$ cat config.mk
export PLATFORM = sky130hd
export DESIGN_NAME = group_reverse_stream_core
export DESIGN_NICKNAME = d
export VERILOG_FILES = /design/src/rtl/grs_pkg.sv /design/src/rtl/group_reverse_stream_core.sv /design/src/rtl/grs_buffer.sv /design/src/rtl/grs_ctrl.sv /design/src/rtl/grs_out.sv
export VERILOG_INCLUDE_DIRS = /design/src /design/src/rtl
export SDC_FILE = /design/constraint.sdc
export NUM_CORES = 1
export LEC_CHECK = 0
export CORE_MARGIN = 2
export CORE_UTILIZATION = 54
export DETAILED_ROUTE_END_ITERATION = 8
export DONT_BUFFER_PORTS = 1
export HOLD_SLACK_MARGIN = 0.08
export PLACE_DENSITY = 0.66
export SETUP_SLACK_MARGIN = 0.4
export SYNTH_ARGS = -nofsm -noshare
export SYNTH_HDL_FRONTEND = slang
export SYNTH_SLANG_ARGS = --single-unit
$ cat constraint.sdc
create_clock -name clk -period 5.4 [get_ports clk]
set_input_delay 0.54 -clock clk [delete_from_list [all_inputs] [get_ports clk]]
set_output_delay 0.54 -clock clk [all_outputs]
set_load 0.01 [all_outputs]
$ cat src/rtl/group_reverse_stream_core_defines.svh
// Assertion macros for group_reverse_stream_core.
// Uses the clk and rst_n names of the module that includes it.
`ifndef GROUP_REVERSE_STREAM_CORE_DEFINES_SVH
`define GROUP_REVERSE_STREAM_CORE_DEFINES_SVH

// same-cycle implication
`define GRS_ASSERT_NOW(label, ante, cons) \
    label: assert property (@(posedge clk) disable iff (!rst_n) (ante) |-> (cons)) \
        else $error("grs check failed");

// next-cycle implication
`define GRS_ASSERT_NEXT(label, ante, cons) \
    label: assert property (@(posedge clk) disable iff (!rst_n) (ante) |=> (cons)) \
        else $error("grs check failed");

`endif

$ cat src/rtl/grs_pkg.sv
// Shared types and constants for group_reverse_stream_core.
// No dependencies.
`default_nettype none

package grs_pkg;

    localparam int VALUE_W = 32;
    localparam int CFG_W   = 5;
    localparam logic [CFG_W-1:0] CFG_RESET = 5'd4;

    typedef struct packed {
        logic signed [VALUE_W-1:0] value;
        logic                      end_of_list;
    } in_item_t;

    typedef struct packed {
        logic signed [VALUE_W-1:0] out_value;
        logic                      out_end;
        logic                      group_last;
    } out_item_t;

    typedef struct packed {
        logic last;
        logic eos;
    } rd_meta_t;

    typedef enum logic {
        GRS_IDLE,
        GRS_EMIT
    } grs_state_t;

endpackage

`default_nettype wire

$ cat src/rtl/group_reverse_stream_core.sv
// Group reversal stream core: values are stored in a group buffer and read back
// reversed when a group fills, or in arrival order when the end flag closes a short
// group. Each accepted item is one buffer write; a group of n results then reads out
// through the buffer's single read port, one result per cycle when the output is not
// stalled, during which the input is stalled. The buffer needs no clearing after reset.
// Depends on grs_pkg, grs_buffer, grs_ctrl, grs_out, group_reverse_stream_core_defines.svh.
`default_nettype none

`include "group_reverse_stream_core_defines.svh"

module group_reverse_stream_core #(
    parameter int MAX_GROUP  = 16,
    parameter int DATA_WIDTH = 32
) (
    input  wire logic                        clk,
    input  wire logic                        rst_n,
    input  wire logic                        in_valid,
    output      logic                        in_stall,
    input  wire grs_pkg::in_item_t           in_data,
    output      logic                        out_valid,
    input  wire logic                        out_stall,
    output      grs_pkg::out_item_t          out_data,
    input  wire logic                        cfg_valid,
    output      logic                        cfg_ready,
    input  wire logic [grs_pkg::CFG_W-1:0]   cfg_data
);

    import grs_pkg::*;

    localparam int ADDR_W = $clog2(MAX_GROUP);

    logic                  wr_en;
    logic [ADDR_W-1:0]     wr_addr;
    logic [DATA_WIDTH-1:0] wr_data;
    logic                  rd_en;
    logic [ADDR_W-1:0]     rd_addr;
    logic [DATA_WIDTH-1:0] rd_data;
    rd_meta_t              rd_meta;
    logic                  rd_credit;
    logic [63:0]           wr_wide;
    logic [63:0]           rd_wide;

    assign cfg_ready = 1'b1;
    assign wr_wide   = {32'd0, in_data.value};
    assign wr_data   = wr_wide[DATA_WIDTH-1:0];
    assign rd_wide   = 64'(rd_data);

    grs_ctrl #(
        .MAX_GROUP (MAX_GROUP)
    ) u_ctrl (
        .clk       (clk),
        .rst_n     (rst_n),
        .in_valid  (in_valid),
        .in_stall  (in_stall),
        .in_eos    (in_data.end_of_list),
        .cfg_we    (cfg_valid && cfg_ready),
        .cfg_data  (cfg_data),
        .rd_credit (rd_credit),
        .wr_en     (wr_en),
        .wr_addr   (wr_addr),
        .rd_en     (rd_en),
        .rd_addr   (rd_addr),
        .rd_meta   (rd_meta)
    );

    grs_buffer #(
        .DEPTH (MAX_GROUP),
        .WIDTH (DATA_WIDTH)
    ) u_buffer (
        .clk     (clk),
        .wr_en   (wr_en),
        .wr_addr (wr_addr),
        .wr_data (wr_data),
        .rd_en   (rd_en),
        .rd_addr (rd_addr),
        .rd_data (rd_data)
    );

    grs_out u_out (
        .clk       (clk),
        .rst_n     (rst_n),
        .rd_en     (rd_en),
        .rd_meta   (rd_meta),
        .rd_value  (rd_wide[VALUE_W-1:0]),
        .rd_credit (rd_credit),
        .out_valid (out_valid),
        .out_stall (out_stall),
        .out_data  (out_data)
    );

    `GRS_ASSERT_NOW(a_no_port_clash, wr_en, !rd_en)
    `GRS_ASSERT_NOW(a_end_on_last, out_valid && out_data.out_end, out_data.group_last)
    `GRS_ASSERT_NEXT(a_resume_after_group, rd_en && rd_meta.last, !in_stall)

endmodule

`default_nettype wire

$ cat src/rtl/grs_buffer.sv
// Group buffer: one write port, one read port with registered read data.
// No package dependencies.
`default_nettype none

module grs_buffer #(
    parameter int DEPTH = 16,
    parameter int WIDTH = 32
) (
    input  wire logic                     clk,
    input  wire logic                     wr_en,
    input  wire logic [$clog2(DEPTH)-1:0] wr_addr,
    input  wire logic [WIDTH-1:0]         wr_data,
    input  wire logic                     rd_en,
    input  wire logic [$clog2(DEPTH)-1:0] rd_addr,
    output      logic [WIDTH-1:0]         rd_data
);

    logic [WIDTH-1:0] mem [DEPTH];

    always_ff @(posedge clk)
    begin
        if (wr_en)
        begin
            mem[wr_addr] <= wr_data;
        end
    end

    always_ff @(posedge clk)
    begin
        if (rd_en)
        begin
            rd_data <= mem[rd_addr];
        end
    end

endmodule

`default_nettype wire

$ cat src/rtl/grs_ctrl.sv
// Control for group_reverse_stream_core: size register, fill count, readout sequencer.
// Depends on grs_pkg.
`default_nettype none

module grs_ctrl #(
    parameter int MAX_GROUP = 16
) (
    input  wire logic                         clk,
    input  wire logic                         rst_n,
    input  wire logic                         in_valid,
    output      logic                         in_stall,
    input  wire logic                         in_eos,
    input  wire logic                         cfg_we,
    input  wire logic [grs_pkg::CFG_W-1:0]    cfg_data,
    input  wire logic                         rd_credit,
    output      logic                         wr_en,
    output      logic [$clog2(MAX_GROUP)-1:0] wr_addr,
    output      logic                         rd_en,
    output      logic [$clog2(MAX_GROUP)-1:0] rd_addr,
    output      grs_pkg::rd_meta_t            rd_meta
);

    import grs_pkg::*;

    localparam int ADDR_W = $clog2(MAX_GROUP);
    localparam int CNT_W  = $clog2(MAX_GROUP + 1);
    localparam int K_W    = (CNT_W > CFG_W) ? CNT_W : CFG_W;

    grs_state_t        state_reg, state_next;
    logic [CFG_W-1:0]  size_reg;
    logic [ADDR_W-1:0] fill_reg, fill_next;
    logic [CNT_W-1:0]  n_reg, n_next;
    logic [ADDR_W-1:0] idx_reg, idx_next;
    logic              rev_reg, rev_next;
    logic              eos_reg, eos_next;

    logic [K_W-1:0]    size_ext;
    logic [K_W-1:0]    k_eff;
    logic [CNT_W-1:0]  fill_inc;
    logic              full;
    logic [CNT_W-1:0]  rev_addr;
    logic              last;

    assign size_ext = K_W'(size_reg);
    assign fill_inc = CNT_W'(fill_reg) + CNT_W'(1);
    assign full     = K_W'(fill_inc) >= k_eff;
    assign rev_addr = n_reg - CNT_W'(1) - CNT_W'(idx_reg);
    assign last     = (CNT_W'(idx_reg) + CNT_W'(1)) == n_reg;

    always_comb
    begin
        if (size_ext < K_W'(2))
            k_eff = K_W'(1);
        else if (size_ext > K_W'(MAX_GROUP))
            k_eff = K_W'(MAX_GROUP);
        else
            k_eff = size_ext;
    end

    always_ff @(posedge clk or negedge rst_n)
    begin
        if (!rst_n)
        begin
            state_reg <= GRS_IDLE;
            size_reg  <= CFG_RESET;
            fill_reg  <= '0;
            n_reg     <= '0;
            idx_reg   <= '0;
            rev_reg   <= 1'b0;
            eos_reg   <= 1'b0;
        end
        else
        begin
            state_reg <= state_next;
            fill_reg  <= fill_next;
            n_reg     <= n_next;
            idx_reg   <= idx_next;
            rev_reg   <= rev_next;
            eos_reg   <= eos_next;
            if (cfg_we)
            begin
                size_reg <= cfg_data;
            end
        end
    end

    always_comb
    begin
        state_next = state_reg;
        fill_next  = fill_reg;
        n_next     = n_reg;
        idx_next   = idx_reg;
        rev_next   = rev_reg;
        eos_next   = eos_reg;
        in_stall   = 1'b1;
        wr_en      = 1'b0;
        rd_en      = 1'b0;
        case (state_reg)
            GRS_IDLE:
            begin
                in_stall = 1'b0;
                if (in_valid)
                begin
                    wr_en = 1'b1;
                    if (full || in_eos)
                    begin
                        state_next = GRS_EMIT;
                        n_next     = fill_inc;
                        rev_next   = full;
                        eos_next   = in_eos;
                        idx_next   = '0;
                        fill_next  = '0;
                    end
                    else
                    begin
                        fill_next = fill_inc[ADDR_W-1:0];
                    end
                end
            end
            GRS_EMIT:
            begin
                if (rd_credit)
                begin
                    rd_en    = 1'b1;
                    idx_next = idx_reg + ADDR_W'(1);
                    if (last)
                    begin
                        state_next = GRS_IDLE;
                    end
                end
            end
            default:
            begin
                state_next = GRS_IDLE;
            end
        endcase
    end

    assign wr_addr      = fill_reg;
    assign rd_addr      = rev_reg ? rev_addr[ADDR_W-1:0] : idx_reg;
    assign rd_meta.last = last;
    assign rd_meta.eos  = last && eos_reg;

endmodule

`default_nettype wire

$ cat src/rtl/grs_out.sv
// Output stage: output register plus skid entry, read-issue credit.
// Depends on grs_pkg.
`default_nettype none

module grs_out (
    input  wire logic                          clk,
    input  wire logic                          rst_n,
    input  wire logic                          rd_en,
    input  wire grs_pkg::rd_meta_t             rd_meta,
    input  wire logic [grs_pkg::VALUE_W-1:0]   rd_value,
    output      logic                          rd_credit,
    output      logic                          out_valid,
    input  wire logic                          out_stall,
    output      grs_pkg::out_item_t            out_data
);

    import grs_pkg::*;

    logic      pend_reg;
    rd_meta_t  pend_meta_reg;
    logic      skid_valid_reg;
    out_item_t skid_data_reg;
    logic      out_valid_reg;
    out_item_t out_data_reg;

    logic      pop;
    logic      out_free;
    logic [1:0] occupancy;
    out_item_t arrival;

    assign pop       = out_valid_reg && !out_stall;
    assign out_free  = !out_valid_reg || pop;
    assign occupancy = 2'(out_valid_reg) + 2'(skid_valid_reg) + 2'(pend_reg) - 2'(pop);
    assign rd_credit = occupancy < 2'd2;

    assign arrival.out_value  = rd_value;
    assign arrival.out_end    = pend_meta_reg.eos;
    assign arrival.group_last = pend_meta_reg.last;

    always_ff @(posedge clk or negedge rst_n)
    begin
        if (!rst_n)
        begin
            pend_reg       <= 1'b0;
            skid_valid_reg <= 1'b0;
            out_valid_reg  <= 1'b0;
        end
        else
        begin
            pend_reg <= rd_en;
            if (out_free)
            begin
                if (skid_valid_reg)
                begin
                    out_valid_reg  <= 1'b1;
                    skid_valid_reg <= pend_reg;
                end
                else
                begin
                    out_valid_reg <= pend_reg;
                end
            end
            else if (pend_reg)
            begin
                skid_valid_reg <= 1'b1;
            end
        end
    end

    always_ff @(posedge clk)
    begin
        pend_meta_reg <= rd_meta;
        if (out_free)
        begin
            if (skid_valid_reg)
            begin
                out_data_reg <= skid_data_reg;
                if (pend_reg)
                begin
                    skid_data_reg <= arrival;
                end
            end
            else if (pend_reg)
            begin
                out_data_reg <= arrival;
            end
        end
        else if (pend_reg)
        begin
            skid_data_reg <= arrival;
        end
    end

    assign out_valid = out_valid_reg;
    assign out_data  = out_data_reg;

endmodule

`default_nettype wire
==> impl_metrics.toml, run 1 <==
[global_route]
grt_max_degree = 129
grtUsageTotal = 0.239
grt_overflow = 0
grt_pass1_wl_mm = 84.4
grt_pass1_vias = 13900
antenna_found_initial = 4

[final_layout]
n_fill_cell = 3352
nets = 1889
final_cells = 2482
syn2layout_area_growth_pct = 13.0
largest_reg_flops = 512
multiInputGateArea_um2 = 5640
final_core_util = 0.618
register_area_um2 = 19000
drive_gt1_frac = 0.104

[yosys]
synth_top_area_cell = "edfxtp_1"
syn_area_um2 = 24900
yosys-top-cells-count = "edfxtp_1 (612), nand2_1 (531), nand3_1 (263)"
yosysMostFrequentCell = "edfxtp_1"
syn-num-nets = 1852
synth_edf_count = 612
synth_cells = 1793
synth_top_area_share = 0.738
syn_avg_cell_area_um2 = 13.9
synth-seq-cells = 638
synth_cell_type_count = 44
synthArstFlopShare = 0.0376
yosysSeqAreaShare = 0.764
synth_area_leaders = "edfxtp_1 (74%), nand2_1 (8.0%), nand3_1 (5.3%), dfrtp_1 (2.3%), mux2_2 (2.1%)"
synthFlopType = "edfxtp_1"
yosys_warnings = 0

[sta]
fmax_ghz = 0.268
relSlewSlack = 0.241
rsz0062_at_grt = "false"
finalCritPeriodShare = 0.690
finalClockSkew_ns = 0.0192
setup_viol = 0
period_needed_ns = 3.73
hold_viol = 0
layout_setup_ws_ns = 1.67
setup-tns-final_ns = 0
worst_pin_slew_ns = 1.14
finalMaxSlewViolations = 0
holdWs_ns = 0.145

[pwr]
switching_share = 0.373
vdd.ir_drop.worst_mv = 0.724
intPower_mw = 10.8
clkPwrFrac = 0.248
seqPwrFrac = 0.403
power_frac_comb = 0.349
leakage_nw = 9.70
p_switching_mw = 6.41
pwr_density_cell_nw_per_um2 = 612

[setup_path]
startpoint_type = "register"
reg2reg_from = "u_ctrl.idx_reg[2]"
startpoint = "u_ctrl.idx_reg[2]"
crit_path_end_kind = "register"
worst-setup-path-type = "reg2reg"
cp.required_ns = 5.73
cp.arrival_ns = 4.06
crit_fanout = 32

[flow_run]
maxCapViolCount = 0

[clock_network]
cts_resized = 0
numCtsBuffers = 60
postCtsSetupBuffers = 0
cts_sinks = 638
cts_buffer_depth = 3
clk_latency_ns = 0.62
cts_tree = "built"
clkTransAtPathRegs_ns = 0.06
hold_buffers = 41
htree_levels = 2
clock-root-buffer = "clkbuf_16"

[drt]
drtIter0Drc = 1491
ant_nets = 0
wl_per_cell_um = 22.4
vias = 14500
routed_wl_mm = 55.7
drc = 0
dr.pass1.iters = 7
vias_per_cell = 5.83

[die]
fp.coreArea_um2 = 45500
die_area_um2 = 47800
initial_core_util = 0.547
die_w_um = 219
std_cell_rows = 78
io_pins = 80
die_h_um = 219

[placed_design]
placedCellCount = 2327
io_buffers = 0
dp.final_hpwl_mm = 29.7
dp_slack_ns = 1.73
gp_congestion = 0.798

[worst_hold_path]
hp-start = "in_data[0]"
hold_path_class = "in2reg"

[status]
outcome = "completed"
## critical path, stage by stage (launching register included)
cell and delay, ns:
dfrtp_1 0.60, inv_1 0.28, ha_1 0.48, xnor2_1 0.55, a32o_2 1.05, nand3_1 0.22
nand4_1 0.17, mux2i_1 0.07
## kinds of logic after synthesis
| family | after synthesis | synth area share |
|---|---|---|
| AO/OA/AOI/OAI | 35 | 0.0125 |
| XOR/XNOR | 9 | 0.00317 |
| adder cells (fa/ha/maj) | 17 | 0.00874 |
| buffers and inverters | 109 | 0.0186 |
| flip-flops | 638 | 0.764 |
| multiplexers | 80 | 0.0345 |
| other | 1 | 0.000151 |
| AND/OR/NAND/NOR | 904 | 0.159 |
## power by group through the flow
stage	registers (mW)	logic, mW	clock network [mW]
after floorplan	6.71	4.29	0
after CTS	6.93	6.00	4.32
after global routing	7.01	6.65	4.50
after global placement	7.01	5.79	0
after detailed placement	7.04	5.89	0
final	6.94	6.00	4.27
## through the flow
stage	power [mW]	instance area (um2)
CTS	17.2	28100
finish	17.2	28100
detailed placement	12.9	25700
floorplan	11.0	24900
global route	18.2	28100
global placement	12.8	25700
## metal layers
layer | GRT usage | share of wire
met1 | 0.328 | 0.42
met2 | 0.373 | 0.46
met5 | 0 | 0.00048
met3 | 0.0594 | 0.087
met4 | 0.0854 | 0.030
## cell type report
cell class / instances / area share
clock buffer: 77 / 0.0578
timing repair buffer: 71 / 0.0234
clock inverter: 35 / 0.0133
multi-input combinational: 1046 / 0.200
inverter: 13 / 0.00174
sequential: 638 / 0.676
tap: 600 / 0.0267
antenna: 2 / 0.000178
## layout by cell type, fill, tap and decap left out, types with 9 or more instances in the layout
cell type	Yosys	layout
edfxtp_1	612	612
nand2_1	531	531
nand3_1	263	263
nand4_1	64	64
clkbuf_16	0	61
mux2_2	46	44
dlygate4sd3_1	0	40
mux2i_1	34	32
buf_4	1	29
dfrtp_1	23	22
ha_1	15	15
inv_1	13	13
nor2_4	0	12
clkinv_1	0	12
clkbuf_1	59	12
clkinv_2	0	11
nor2_1	21	9
## final timing paths
kind                                     endpoint  slack, ns  cells past startpoint
max                          u_buffer.rd_data[10]       1.67                      7
min                                u_ctrl.rev_reg       0.14                      3
max reg2reg                  u_buffer.rd_data[10]       1.67                      7
min reg2reg                u_out.skid_data_reg[0]       0.43                      0
max in group asynchronous      u_ctrl.size_ext[2]       4.83                      2
min in group asynchronous         u_out.out_valid       0.35                      2
No activity file was read; power rests on OpenSTA's default activity.
==> inputs of run 2 (changes only) <==
==> constraint.sdc (replaced) <==
create_clock -name clk -period 3.49 [get_ports clk]
set_input_delay 0.349 -clock clk [delete_from_list [all_inputs] [get_ports clk]]
set_output_delay 0.349 -clock clk [all_outputs]
set_load 0.01 [all_outputs]
==> run 2 against run 1 <==
Effect of this change:
- global-route usage up 1.2 points
- maximum frequency is 25% higher
- cell area grew 2.6%
- via count increased by 2.3%
- critical path depth up 2
- clock power up 57%
- combinational power up 80%
- total power rose by 63%
==> impl_metrics.toml, run 2 (synthesis gave the netlist of run 1 again) <==
[drt]
dr.pass1.iters = 7
drc = 0
drtIter0Drc = 1356
routed_wl_mm = 58.4
vias = 14800
ant_nets = 0
vias_per_cell = 5.85
wl_per_cell_um = 23.0

[sta]
rsz0062_at_grt = "false"
hold_viol = 0
setup_viol = 0
finalCritPeriodShare = 0.853
fmax_ghz = 0.336
worst_pin_slew_ns = 0.933
setup-tns-final_ns = 0
relSlewSlack = 0.376
finalMaxSlewViolations = 0
finalClockSkew_ns = 0.0193
period_needed_ns = 2.98

[setup_path]
startpoint_type = "register"
reg2reg_from = "u_ctrl.idx_reg[0]"
worstRegToRegCells = 9
path_cells = "inv_1, ha_1, fa_2, mux2_4, buf_6, nand2_1, nand3_1, nand4_1, mux2i_1"
crit_fanout = 30
crit_path_end_kind = "register"
critPathSlowestCell = "fa_2"
r2r-end = "u_buffer.rd_data[27]"
cp.arrival_ns = 3.37
cpPeakStageDelay_ns = 0.60
worst-setup-path-type = "reg2reg"
ff2ff_setup_slack_ns = 0.51
cp.required_ns = 3.88

[final_layout]
largest_reg_flops = 512
nets = 1943
drive_gt1_frac = 0.129
layout_commonest_cell = "edfxtp_1"
syn2layout_area_growth_pct = 15.8
fin_area_um2 = 28800
final_cell_mix = "edfxtp_1 (612), nand2_1 (531), nand3_1 (263)"

[clock_network]
cts_sinks = 638
numCtsBuffers = 66
cts_buffer_depth = 3
clock-root-buffer = "clkbuf_16"
htree_levels = 3
clkTransAtPathRegs_ns = 0.06
clk_latency_ns = 0.60
cts_tree = "built"

[die]
initial_core_util = 0.547
die_w_um = 219
die_h_um = 219
fp.coreArea_um2 = 45500
std_cell_rows = 78
die_area_um2 = 47800
io_pins = 80

[placed_design]
dp.final_hpwl_mm = 33.1
io_buffers = 0
gp_congestion = 0.810
placed_area_um2 = 26200

[global_route]
antenna_found_initial = 2
grt_overflow = 0
grtUsageTotal = 0.251
grt_max_degree = 69
grt_pass1_vias = 14300
grt_pass1_wl_mm = 88.2

[pwr]
leakage_nw = 10.0
vdd.ir_drop.worst_mv = 0.873
pwr_density_cell_nw_per_um2 = 972

[flow_run]
maxCapViolCount = 0

[worst_hold_path]
hold_depth = 2
hold_end = "u_out.out_valid"
hold_path_class = "in2reg"
hp-start = "out_stall"

[status]
outcome = "completed"
## run 2: cell count changes in the layout (fill, tap and decap cells not counted), moves of 3 or more
cell / previous run / this run
clkbuf_16: 61 / 66
inv_6: 1 / 4
buf_12: 2 / 21
clkinv_1: 12 / 19
clkbuf_1: 12 / 9
bufinv_16: 8 / 5
clkbuf_8: 4 / 0
buf_4: 29 / 54
nor3_4: 0 / 4
nor3_2: 4 / 0
## run 2: worst max path at each step
stage	startpoint	endpoint	cells past startpoint
2_1_floorplan	u_ctrl.state_reg	u_buffer.mem[7][0]	4
3_3_place_gp	u_ctrl.idx_reg[0]	u_buffer.rd_data[27]	9
3_5_place_dp	u_ctrl.idx_reg[0]	u_buffer.rd_data[4]	9
4_1_cts	u_ctrl.idx_reg[0]	u_buffer.rd_data[27]	9
5_1_grt	u_ctrl.idx_reg[0]	u_buffer.rd_data[13]	9
6_report	u_ctrl.idx_reg[0]	u_buffer.rd_data[27]	9
## run 2: worst max-delay path: cells and delay by family (launching register included)
kind                       cells  cell delay [ns]
adders and majority gates      2             0.88
buffers and inverters          2             0.51
DFF                            1             0.50
muxes                          2             0.59
and+or+nand+nor                3             0.28
## run 2: area by class of cell
class                   instances  area (um2)
diodes                          1        2.50
clock buffers                  75        1690
clock inverters                42         353
fillers                      3310       16600
inverters                      13        48.8
multi-input cells            1046        5710
flip-flops and latches        638       19000
well taps                     600         751
repair buffers                119        1280
## run 2: what timing repair did
action	CTS	global route
resized for setup	3	9
hold endpoints to repair	545	0
pin swaps	3	4
hold buffers	42	0
endpoints found under the setup margin	31	31
setup buffers	3	10
## run 2: metal layers
| metal | GRT usage | wire length [um] | share of wire |
|---|---|---|---|
| met2 | 0.396 | 27700 | 0.48 |
| met4 | 0.0876 | 1490 | 0.025 |
| met3 | 0.0507 | 4590 | 0.079 |
| met1 | 0.350 | 24500 | 0.42 |
| met5 | 0 | 11 | 0.00019 |
## run 2: metrics by stage
| stage | worst slack, ns | std cells | power (mW) | hold WS (ns) | util |
|---|---|---|---|---|---|
| detailed placement | 0.236 | 2361 | 20.9 | 0.0542 | 0.576 |
| global placement | 0.430 | 2361 | 20.7 | 0.0539 | 0.576 |
| floorplan | 0.672 | 1793 | 17.0 | 0.0534 | - |
| CTS | 0.400 | 2523 | 27.9 | 0.135 | 0.631 |
| finish | 0.512 | 2534 | 28.0 | 0.154 | 0.634 |
| global route | 0.408 | 2533 | 29.5 | 0.150 | 0.634 |
## run 2: power by group
group	internal [mW]	switching, mW	leakage [nW]	total (mW)
logic	3.87	6.93	3.17	10.8
clock network	3.85	2.83	1.01	6.69
registers	9.87	0.679	5.86	10.5
total	17.6	10.4	10.0	28.0
